**config.mk**
```make
export PLATFORM = sky130hd
export DESIGN_NAME = button_debounce_autorepeat_core
export DESIGN_NICKNAME = d
export VERILOG_FILES = /design/src/bda_pkg.sv /design/src/bda_step.sv /design/src/button_debounce_autorepeat_core.sv
export SDC_FILE = /design/constraint.sdc
export NUM_CORES = 1
export LEC_CHECK = 0
export BUFFER_PORTS_ARGS = -buffer_cell sky130_fd_sc_hd__buf_2
export CORE_ASPECT_RATIO = 1.5
export CORE_MARGIN = 1.5
export CORE_UTILIZATION = 60
export DETAILED_ROUTE_END_ITERATION = 16
export PLACE_DENSITY = 0.78
export SETUP_SLACK_MARGIN = 0.05
export SYNTH_ARGS = -nofsm -noshare
export SYNTH_HDL_FRONTEND = slang
export SYNTH_SLANG_ARGS = --single-unit
```
**constraint.sdc**
```tcl
create_clock -name clk -period 14.7 [get_ports clk]
set_clock_uncertainty 0.15 [all_clocks]
set_input_delay 0.735 -clock clk [delete_from_list [all_inputs] [get_ports clk]]
set_output_delay 0.735 -clock clk [all_outputs]
set_load 0.01 [all_outputs]
```
**src/bda_pkg.sv**
```systemverilog
package bda_pkg;

    localparam int unsigned DEBOUNCE_TICKS_DEF = 20;
    localparam int unsigned CFG_DATA_W = 16;
    localparam int unsigned CFG_INDEX_W = 3;

    typedef enum logic [1:0] {
        FUNC_TICK  = 2'd0,
        FUNC_READ  = 2'd1,
        FUNC_WRITE = 2'd2,
        FUNC_CLEAR = 2'd3
    } func_t;

    typedef enum logic [2:0] {
        CFG_MODE          = 3'd0,
        CFG_WRAP_LOW      = 3'd1,
        CFG_WRAP_HIGH     = 3'd2,
        CFG_REPEAT_PERIOD = 3'd3,
        CFG_ACCEL1_AFTER  = 3'd4,
        CFG_ACCEL1_PERIOD = 3'd5,
        CFG_ACCEL2_AFTER  = 3'd6,
        CFG_ACCEL2_PERIOD = 3'd7
    } cfg_idx_t;

    // low two mode bits select the repeat speed, bit 2 selects switch behavior
    localparam logic [1:0] SPEED_NONE   = 2'd0;
    localparam logic [1:0] SPEED_REPEAT = 2'd1;
    localparam logic [1:0] SPEED_ACCEL1 = 2'd2;
    localparam logic [1:0] SPEED_ACCEL2 = 2'd3;
    localparam int unsigned MODE_SWITCH_BIT = 2;

    localparam logic [15:0] COUNT_MAX = 16'hFFFF;

    typedef struct packed {
        logic [2:0]  mode;
        logic [7:0]  wrap_low;
        logic [7:0]  wrap_high;
        logic [15:0] repeat_period;
        logic [15:0] accel1_after;
        logic [15:0] accel1_period;
        logic [15:0] accel2_after;
        logic [15:0] accel2_period;
    } cfg_t;

    localparam cfg_t CFG_RESET = '{
        mode:          3'd0,
        wrap_low:      8'd0,
        wrap_high:     8'd1,
        repeat_period: 16'd50,
        accel1_after:  16'd5,
        accel1_period: 16'd20,
        accel2_after:  16'd10,
        accel2_period: 16'd5
    };

    typedef struct packed {
        logic [7:0]  debounce_count;
        logic [15:0] hold_ticks;
        logic [15:0] repeat_count;
        logic [7:0]  current_state;
        logic        changed_flag;
    } btn_state_t;

endpackage

```
**src/bda_step.sv**
```systemverilog
module bda_step #(
    parameter int unsigned DEBOUNCE_TICKS = bda_pkg::DEBOUNCE_TICKS_DEF
) (
    input  bda_pkg::func_t      func,
    input  logic                pin_level,
    input  logic [7:0]          write_value,
    input  bda_pkg::cfg_t       cfg,
    input  bda_pkg::btn_state_t cur,
    output bda_pkg::btn_state_t nxt,
    output logic [7:0]          state_value,
    output logic                changed
);
    import bda_pkg::*;

    localparam logic [7:0] DB_LAST = 8'(DEBOUNCE_TICKS);

    logic [1:0]  speed;
    logic        is_switch;
    logic [15:0] period_sel;
    logic [15:0] period;
    logic [15:0] hold_eff;
    logic        fire;
    logic [8:0]  step_sum;
    logic [7:0]  step_val;
    logic [7:0]  fired_state;
    logic [7:0]  high_state;
    logic [15:0] high_repeat;
    logic [15:0] high_hold;

    assign speed     = cfg.mode[1:0];
    assign is_switch = cfg.mode[MODE_SWITCH_BIT];

    // phase selection for the repeat period
    always_comb
    begin
        priority if (speed == SPEED_ACCEL2 && cur.repeat_count > cfg.accel2_after)
        begin
            period_sel = cfg.accel2_period;
        end
        else if (speed >= SPEED_ACCEL1 && cur.repeat_count > cfg.accel1_after)
        begin
            period_sel = cfg.accel1_period;
        end
        else
        begin
            period_sel = cfg.repeat_period;
        end
    end

    // a zero period behaves as one
    assign period   = (period_sel == 16'd0) ? 16'd1 : period_sel;
    assign hold_eff = (speed != SPEED_NONE && cur.hold_ticks == period) ? 16'd0
                                                                       : cur.hold_ticks;
    assign fire     = (hold_eff == 16'd0);

    // step in 9 bits so 255 does not wrap to zero
    assign step_sum    = {1'b0, cur.current_state} + 9'd1;
    assign step_val    = (step_sum > {1'b0, cfg.wrap_high}) ? cfg.wrap_low : step_sum[7:0];
    assign fired_state = fire ? (is_switch ? step_val : 8'd1) : cur.current_state;
    assign high_state  = (is_switch && fired_state > cfg.wrap_high) ? cfg.wrap_low
                                                                    : fired_state;
    assign high_repeat = (fire && speed >= SPEED_ACCEL1 && cur.repeat_count != COUNT_MAX)
                         ? cur.repeat_count + 16'd1 : cur.repeat_count;
    assign high_hold   = (hold_eff != COUNT_MAX) ? hold_eff + 16'd1 : hold_eff;

    always_comb
    begin
        nxt         = cur;
        state_value = cur.current_state;
        changed     = cur.changed_flag;
        unique case (func)
            FUNC_TICK:
            begin
                priority if (cur.debounce_count == 8'd0 && pin_level)
                begin
                    nxt.debounce_count = cur.debounce_count + 8'd1;
                end
                else if (cur.debounce_count != 8'd0 && cur.debounce_count < DB_LAST)
                begin
                    nxt.debounce_count = cur.debounce_count + 8'd1;
                end
                else if (pin_level)
                begin
                    nxt.hold_ticks    = high_hold;
                    nxt.repeat_count  = high_repeat;
                    nxt.current_state = high_state;
                    nxt.changed_flag  = fire | cur.changed_flag;
                end
                else
                begin
                    nxt.debounce_count = 8'd0;
                    nxt.hold_ticks     = 16'd0;
                    nxt.repeat_count   = 16'd0;
                end
                state_value = nxt.current_state;
                changed     = nxt.changed_flag;
            end
            FUNC_READ:
            begin
                // normal modes consume the press, switch modes keep the value
                if (!is_switch)
                begin
                    nxt.current_state = 8'd0;
                end
                nxt.changed_flag = 1'b0;
            end
            FUNC_WRITE:
            begin
                nxt.current_state = write_value;
                nxt.changed_flag  = 1'b1;
                state_value       = write_value;
                changed           = 1'b1;
            end
            FUNC_CLEAR:
            begin
                nxt         = '0;
                state_value = 8'd0;
                changed     = 1'b0;
            end
        endcase
    end

endmodule

```
**src/button_debounce_autorepeat_core.sv**
```systemverilog
// Button debouncer with auto-repeat, two-step acceleration and a cycling switch value.
// One word is accepted every clock cycle while in_stall is low; its result passes through
// one input register, combinational logic for the state update, and one result register,
// and the combinational state update is what sets the one-word-per-cycle rate.
// A word taken in while a result is stalled waits in the input register. Configuration
// writes take effect on the next clock edge and are expected only while no word is in flight.
module button_debounce_autorepeat_core #(
    parameter int unsigned DEBOUNCE_TICKS = bda_pkg::DEBOUNCE_TICKS_DEF
) (
    input  logic                              clk,
    input  logic                              rst_n,
    input  logic                              cfg_wr_en,
    input  logic [bda_pkg::CFG_INDEX_W-1:0]   cfg_index,
    input  logic [bda_pkg::CFG_DATA_W-1:0]    cfg_data,
    input  logic                              in_valid,
    output logic                              in_stall,
    input  logic [1:0]                        func,
    input  logic                              pin_level,
    input  logic [7:0]                        write_value,
    output logic                              out_valid,
    input  logic                              out_stall,
    output logic [7:0]                        state_value,
    output logic                              changed
);
    import bda_pkg::*;

    cfg_t       cfg_reg;
    btn_state_t st_reg;
    btn_state_t st_next;

    logic       s1_valid_reg;
    func_t      s1_func_reg;
    logic       s1_pin_reg;
    logic [7:0] s1_wval_reg;

    logic       out_valid_reg;
    logic [7:0] out_state_reg;
    logic       out_changed_reg;
    logic [7:0] out_state_next;
    logic       out_changed_next;

    logic       out_free;
    logic       advance;
    logic       in_take;

    assign out_free = !out_valid_reg || !out_stall;
    assign advance  = s1_valid_reg && out_free;
    assign in_stall = s1_valid_reg && !out_free;
    assign in_take  = in_valid && !in_stall;

    always_ff @(posedge clk or negedge rst_n)
    begin
        if (!rst_n)
        begin
            cfg_reg <= CFG_RESET;
        end
        else if (cfg_wr_en)
        begin
            unique case (cfg_idx_t'(cfg_index))
                CFG_MODE:          cfg_reg.mode          <= cfg_data[2:0];
                CFG_WRAP_LOW:      cfg_reg.wrap_low      <= cfg_data[7:0];
                CFG_WRAP_HIGH:     cfg_reg.wrap_high     <= cfg_data[7:0];
                CFG_REPEAT_PERIOD: cfg_reg.repeat_period <= cfg_data;
                CFG_ACCEL1_AFTER:  cfg_reg.accel1_after  <= cfg_data;
                CFG_ACCEL1_PERIOD: cfg_reg.accel1_period <= cfg_data;
                CFG_ACCEL2_AFTER:  cfg_reg.accel2_after  <= cfg_data;
                CFG_ACCEL2_PERIOD: cfg_reg.accel2_period <= cfg_data;
            endcase
        end
    end

    bda_step #(
        .DEBOUNCE_TICKS (DEBOUNCE_TICKS)
    ) u_step (
        .func        (s1_func_reg),
        .pin_level   (s1_pin_reg),
        .write_value (s1_wval_reg),
        .cfg         (cfg_reg),
        .cur         (st_reg),
        .nxt         (st_next),
        .state_value (out_state_next),
        .changed     (out_changed_next)
    );

    // control and button state
    always_ff @(posedge clk or negedge rst_n)
    begin
        if (!rst_n)
        begin
            s1_valid_reg  <= 1'b0;
            out_valid_reg <= 1'b0;
            st_reg        <= '0;
        end
        else
        begin
            if (in_take)
            begin
                s1_valid_reg <= 1'b1;
            end
            else if (advance)
            begin
                s1_valid_reg <= 1'b0;
            end

            if (advance)
            begin
                out_valid_reg <= 1'b1;
                st_reg        <= st_next;
            end
            else if (!out_stall)
            begin
                out_valid_reg <= 1'b0;
            end
        end
    end

    // payload registers
    always_ff @(posedge clk or negedge rst_n)
    begin
        if (!rst_n)
        begin
            s1_func_reg     <= FUNC_TICK;
            s1_pin_reg      <= 1'b0;
            s1_wval_reg     <= 8'd0;
            out_state_reg   <= 8'd0;
            out_changed_reg <= 1'b0;
        end
        else
        begin
            if (in_take)
            begin
                s1_func_reg <= func_t'(func);
                s1_pin_reg  <= pin_level;
                s1_wval_reg <= write_value;
            end
            if (advance)
            begin
                out_state_reg   <= out_state_next;
                out_changed_reg <= out_changed_next;
            end
        end
    end

    assign out_valid   = out_valid_reg;
    assign state_value = out_state_reg;
    assign changed     = out_changed_reg;

    // debounce counter stops at its limit
    a_db_bound: assert property (@(posedge clk) disable iff (!rst_n)
        st_reg.debounce_count <= 8'(DEBOUNCE_TICKS))
        else $error("debounce count beyond limit");

    // button state moves only when a word is processed
    a_state_hold: assert property (@(posedge clk) disable iff (!rst_n)
        !advance |=> $stable(st_reg))
        else $error("state changed without a word");

    // a clear word leaves every counter and flag at zero
    a_clear: assert property (@(posedge clk) disable iff (!rst_n)
        advance && s1_func_reg == FUNC_CLEAR |=> st_reg == '0 && !out_changed_reg)
        else $error("clear word did not clear state");

    // an accepted word is held in the input register
    a_take: assert property (@(posedge clk) disable iff (!rst_n)
        in_take |=> s1_valid_reg)
        else $error("accepted word lost");

    // every processed word yields a result on the next cycle
    a_result: assert property (@(posedge clk) disable iff (!rst_n)
        advance |=> out_valid_reg)
        else $error("processed word has no result");

endmodule
```
* After elaboration in Yosys (flattened, before gate mapping)
Index checks and enable logic that the tools add are counted.
Storage, ports and cells: output and inout port bits 11, memory bits (writable) 0, register bits 170, latch bits 0, input bits 35, memory bits (read-only) 0, memories kept 0
Cells by class: eq/ne operators 20, $mul 0, multiplexer cells 26, order comparisons 6, reductions and logical operators 37, shifts and indexed selects 0, div/mod/pow operators 0, add/subtract/negate cells 4, bitwise operators 1
Operators with widths (number):
- $mux 16 | 6
- $mux 41 | 2
- $pmux 40 s2 | 1
- $mux 8 | 8
- $pmux 9 s4 | 1
- $add 16x1->16 const B | 2
- $gt 16x16->1 | 2
- $logic_not 16->1 | 2
- $mux 32 | 1
- $ne 16x16->1 const B | 2
- $pmux 8 s3 | 1
- $reduce_and 2->1 | 9
- $eq 16x16->1 | 1
- $eq 3x3->1 const B | 4
- $logic_and 1x1->1 | 11
- $add 8x1->9 const B | 1
- $gt 9x8->1 | 1
- $mux 9 | 1
- $add 8x1->8 const B | 1
- $gt 8x8->1 | 1
- $logic_not 8->1 | 1
- $lt 8x5->1 const B | 1
- $reduce_bool 8->1 | 1
- $eq 2x2->1 const B | 3
- 19 further kinds | 30

* Logic depth before layout (Yosys ltp)
depth in word-level cells 18, mapped depth 34, depth with buffers taken out 29

* Cells and area by module
From an unflattened synthesis, not the netlist that was laid out.
Second synthesis, totals: cells, all modules 1168, area, all modules 11536.1 sq um
Modules (own cells, without submodules):
- button_debounce_autorepeat_core | instances 1, sequential area each 4269.1 sq um, cells each 407, area each 6653.9 sq um
- bda_step | instances 1, sequential area each 0.0 sq um, cells each 761, area each 4882.2 sq um

* Least setup slack after synthesis
Ideal clock, no wire load.
kind reg2reg, start point reg cfg_reg[17] (netlist name), end point reg out_state_reg[1] (netlist: state_value[1]), path slack 8.404 ns, buffers on the path 2, stages on the path, launching flop included 29, arrival time 6.020 ns, cell sequence dfstp_2 inv_1 ha_1 nor2b_1 o211ai_1 a2111o_1 a31o_2 buf_4 buf_4 nor4_1 a31oi_1 mux2_2 and2b_4 nand2_4 nand2_1 ha_1 nor4b_1 and4_1 a31oi_4 mux2_2 ha_1 a21o_1 a21o_1 a21oi_1 o21ai_0 o211ai_1 a21oi_4 a22o_1 a221o_1
Between the ends: longest elaborated chain between the ends 17
RTL lines:
- start, declared | line button_debounce_autorepeat_core.sv:27 | cfg_t cfg_reg;
- $gt 16x16->1 * | line bda_step.sv:36 | priority if (speed == SPEED_ACCEL2 && cur.repeat_count > cfg.accel2_after)
- $logic_and 1x1->1 * | line bda_step.sv:36
- $mux 16 * | line bda_step.sv:36
- $logic_not 16->1 | line bda_step.sv:51 | assign period = (period_sel == 16'd0) ? 16'd1 : period_sel;
- $mux 16 * | line bda_step.sv:51
- $eq 16x16->1 * | line bda_step.sv:52 | assign hold_eff = (speed != SPEED_NONE && cur.hold_ticks == period) ? 16'd0
- $logic_and 1x1->1 * | line bda_step.sv:52
- $mux 16 * | line bda_step.sv:52
- $logic_not 16->1 * | line bda_step.sv:54 | assign fire = (hold_eff == 16'd0);
- $mux 8 * | line bda_step.sv:59 | assign fired_state = fire ? (is_switch ? step_val : 8'd1) : cur.current_state;
- $gt 8x8->1 | line bda_step.sv:60 | assign high_state = (is_switch && fired_state > cfg.wrap_high) ? cfg.wrap_low
- $logic_and 1x1->1 | line bda_step.sv:60
- $mux 8 * | line bda_step.sv:60
- $mux 9 * | line bda_step.sv:82 | else if (pin_level)
- $mux 41 * | line bda_step.sv:78 | else if (cur.debounce_count != 8'd0 && cur.debounce_count < DB_LAST)
- $mux 41 * | line bda_step.sv:74 | priority if (cur.debounce_count == 8'd0 && pin_level)
- $pmux 8 s3 * | line bda_step.sv:71 | unique case (func)
- end signal, assigned | line button_debounce_autorepeat_core.sv:138 | out_state_reg <= out_state_next;
- end, declared | line button_debounce_autorepeat_core.sv:37 | logic [7:0] out_state_reg;
Every way passes the cells marked *; elsewhere a longest branch is shown, timed or not. The select of a mux whose other input is x is not followed. A chain may end at the register's enable or synchronous reset.

* Final worst setup path
start point reg st_reg[22] (netlist name), end point reg out_state_reg[2] (netlist: state_value[2])
Between the ends: longest elaborated chain between the ends 18, elaborated cells between the ends (all ways) 20, classes of those cells 3 x order compare; 1 x eq/ne; 10 x mux; 6 x reduce/logical
RTL lines:
- start, declared | line button_debounce_autorepeat_core.sv:28 | btn_state_t st_reg;
- start signal, assigned | line button_debounce_autorepeat_core.sv:108 | st_reg <= st_next;
- $gt 16x16->1 | line bda_step.sv:40 | else if (speed >= SPEED_ACCEL1 && cur.repeat_count > cfg.accel1_after)
- $logic_and 1x1->1 | line bda_step.sv:40
- $mux 16 | line bda_step.sv:40
- $mux 16 * | line bda_step.sv:36
- $logic_not 16->1 | line bda_step.sv:51
- $mux 16 * | line bda_step.sv:51
- $eq 16x16->1 * | line bda_step.sv:52
- $logic_and 1x1->1 * | line bda_step.sv:52
- [2 not listed]
- $mux 8 * | line bda_step.sv:59
- $gt 8x8->1 | line bda_step.sv:60
- $logic_and 1x1->1 | line bda_step.sv:60
- $mux 8 * | line bda_step.sv:60
- $mux 9 * | line bda_step.sv:82
- $mux 41 * | line bda_step.sv:78
- $mux 41 * | line bda_step.sv:74
- $pmux 8 s3 * | line bda_step.sv:71
Marks and branches as above.

==> results by group <==
Yosys
  – Syn. warnings: 0
  – Area contributors post-synth: dfrtp_1 (38%), mux2_2 (10%), ha_1 (7.1%)
  – Primary FF master, synth: dfrtp_1
  – Area leader, netlist: dfrtp_1
  – Synthesized area per cell: 9.79 µm²
  – Post-synth EDFFs: 0
  – Syn Inst Count: 1070
  – Post-synth top cells: dfrtp_1 (158), mux2_2 (94), nand2_1 (86), o21ai_0 (73), inv_1 (69)
  – FF+latch count, synth: 170
  – Most frequent cell after synthesis: dfrtp_1
  – Syn nets: 1164
  – Synthesized area: 10500 µm²
  – Sequential-to-total area share from yosys stat: 40.8%
  – Fraction of registers with async set/reset: 100%
  – Synth top area share: 37.8%
  – Post-synth cell types: 87

STA
  – Max Clk Rate: 0.132 GHz
  – Post-layout min period: 7.60 ns
  – Max Transition Viols Final: 0
  – Slew @ Worst Pin: 1.06 ns
  – Setup TNS: 0 ns
  – Final Hold Viols: 0
  – Slew Limit Headroom: 29.3%
  – Final critical-path share of the clock period: 51.7%
  – RSZ-0062 raised after global routing: false
  – Final Setup Violations: 0

Global route
  – Initial antenna violation count: 0
  – First-pass GRT wire length: 46900 µm
  – GRT Overall Usage: 32.8%
  – Largest net degree at the start of global routing: 95
  – Vias in the first global route: 8926
  – Gr ovfl total: 0

CTS
  – PostCTS Resize Cnt: 0
  – H-tree level count: 4
  – Post-CTS setup buffers: 0
  – Root buffer cell: clkbuf_16
  – Max Buffers Root-to-Sink: 2
  – Clock sink total: 170
  – CTS tree: built
  – # hold bufs at CTS: 0
  – Clk_lat worst skew: 0.44 ns
  – Clock transition at path regs: 0.07 ns
  – Total CTS buffers: 17

Final layout
  – Final net count: 1188
  – # diodes: 0
  – Max reg flops: 99
  – Post-route cell area: 11500 µm²
  – Synth-to-layout area growth: 9.43%
  – Non-filler instance count after layout: 1320
  – Fraction of layout cells with a size suffix above 1: 19.8%

Placement
  – Placement Cell Area: 10800 µm²
  – Placed Cells: 1288
  – Count of input and output buffers: 45
  – GPL Wtd Cong: 0.990
  – Final HPWL DP: 21300 µm

Worst setup path
  – Reg2reg end: state_value[2]$_DFFE_PN0P_
  – WP data arrival: 7.77 ns
  – Critical Path Start Type: flip-flop
  – Setup crit start: st_reg[22]$_DFFE_PN0P_
  – Critical Path Fanout Max: 19
  – Data required, critical path: 14.87 ns
  – Critical path endpoint: state_value[2]$_DFFE_PN0P_
  – R2R Setup Slk: 7.10 ns
  – Endpoint class of the critical path: flip-flop
  – Startpoint of the worst register-to-register path: st_reg[22]$_DFFE_PN0P_
  – FF-to-FF path depth: 24
  – CP Class: flip-flop to flip-flop

Floorplanning
  – Row cnt: 59
  – Die height: 165 µm
  – I/O pins: 46
  – Die width: 111 µm
  – Core Region: 17200 µm²
  – DIE AREA: 18300 µm²
  – Starting Density: 60.9%

Routing
  – DR iter-0 viols: 606
  – Drc violations: 0
  – DR vias/cell: 6.69
  – Pre-antenna DRT Iters: 5
  – Detailed Route WL: 28900 µm
  – Vias: 8836
  – Drt wl/cell: 21.9 µm
  – Antenna Nets Post-Route: 0

Status
  – Status: finished, final reports clean

Power and ir drop
  – LEAKAGE: 5.11 nW
  – Maximum vdd drop: 0.113 mV
  – Pwr Density: 142 nW/µm²

Flow run
  – Max-cap viol count: 0

Worst hold path
  – Hold WC Path Type: input pin to asynchronous set/reset pin
## per-stage QoR
step           hold slack, ns  utilization [%]  power (mW)  setup WS, ns
6_report                0.234             66.6        1.63          7.10
3_5_place_dp            0.318             62.9        1.12          7.20
4_1_cts                 0.286             66.6        1.62          7.18
3_3_place_gp            0.329             62.9        1.11          7.38
2_1_floorplan           0.289                -       0.970          8.40
5_1_grt                 0.318             66.6        1.71          6.63
## metal layers
layer	GRT usage [%]	wire length (µm)	vias to the layer above	part of all wire, %
met5	0	0	-	0
met4	19.4	1460	0	5.0
met3	5.32	1350	102	4.7
met2	58.8	15000	314	52
met1	36.9	11100	4361	38
li1	-	-	4059	-
## cells in the final DEF, fill, tap and decap left out, drive strengths merged, types with 8 or more instances in the layout
| cell | Yosys | final |
|---|---|---|
| nand3 | 24 | 24 |
| o21ai | 78 | 78 |
| nor2b | 9 | 9 |
| mux2 | 94 | 94 |
| nor2 | 45 | 45 |
| a21o | 8 | 8 |
| a22oi | 9 | 9 |
| inv | 69 | 76 |
| o21a | 16 | 16 |
| ha | 59 | 59 |
| buf | 11 | 51 |
| or3 | 9 | 9 |
| o22ai | 10 | 10 |
| o31ai | 11 | 11 |
| a221o | 10 | 10 |
| mux2i | 8 | 8 |
| clkbuf | 35 | 18 |
| a31oi | 24 | 24 |
| nand2b | 15 | 15 |
| nor4 | 17 | 17 |
| dfrtp | 158 | 158 |
| nor3 | 26 | 26 |
| a21oi | 63 | 63 |
| and3 | 24 | 24 |
| nand4 | 19 | 19 |
| dfstp | 12 | 12 |
| nand2 | 87 | 87 |
## worst max-delay path: stages, from the launching register on
cell	delay, ns
dfrtp_1	0.48
ha_1	0.39
nand4_4	0.16
nor2_1	0.07
a22o_2	0.29
o31ai_4	0.71
mux2i_1	0.41
a21oi_1	0.17
nor4bb_1	0.28
and4_1	0.42
nand2_4	0.21
nand2_1	0.17
ha_1	0.27
nor4b_1	0.27
and4_1	0.33
a41oi_1	0.10
buf_4	0.24
or4_1	0.50
nand2_1	0.10
ha_1	0.14
nand4_1	0.16
o211ai_1	0.66
a21oi_4	0.21
a22o_1	0.22
a221o_1	0.32
## area by class of cell
cell class,instances,area (µm²)
inverter,70,263
tap,213,267
clock inverter,14,206
timing repair buffer,51,277
fill,1418,5740
clock buffer,18,439
multi-input combinational,784,5740
sequential,170,4270
## report_power, final
| part | total (mW) | switching [mW] | internal (mW) |
|---|---|---|---|
| clock network | 0.500 | 0.206 | 0.294 |
| registers | 0.645 | 0.0888 | 0.556 |
| logic | 0.484 | 0.277 | 0.207 |
## cell families (layout without fill, tap and decap cells)
group / count (synthesis) / in the layout / share of synthesized area (%)
muxes: 102 / 102 / 10.9
AOI/OAI and AO/OA: 309 / 309 / 20.4
DFF: 170 / 170 / 40.8
and+or+nand+nor: 305 / 305 / 15.6
adders and majority gates: 59 / 59 / 7.05
buffers and inverters: 116 / 153 / 4.53
xor gates and xnor gates: 9 / 9 / 0.753
## worst min path at each step
| stage | endpoint | slack [ns] | depth (start not counted) |
|---|---|---|---|
| floorplan | cfg_reg[10]$_DFFE_PN0P_ | 0.29 | 0 |
| detailed placement | changed$_DFFE_PN0P_ | 0.32 | 2 |
| global route | cfg_reg[26]$_DFFE_PN0P_ | 0.32 | 1 |
| CTS | cfg_reg[61]$_DFFE_PN0P_ | 0.29 | 1 |
| global placement | changed$_DFFE_PN0P_ | 0.33 | 2 |
| finish | cfg_reg[26]$_DFFE_PN0P_ | 0.23 | 1 |
Power figures use the tool's default switching activity.
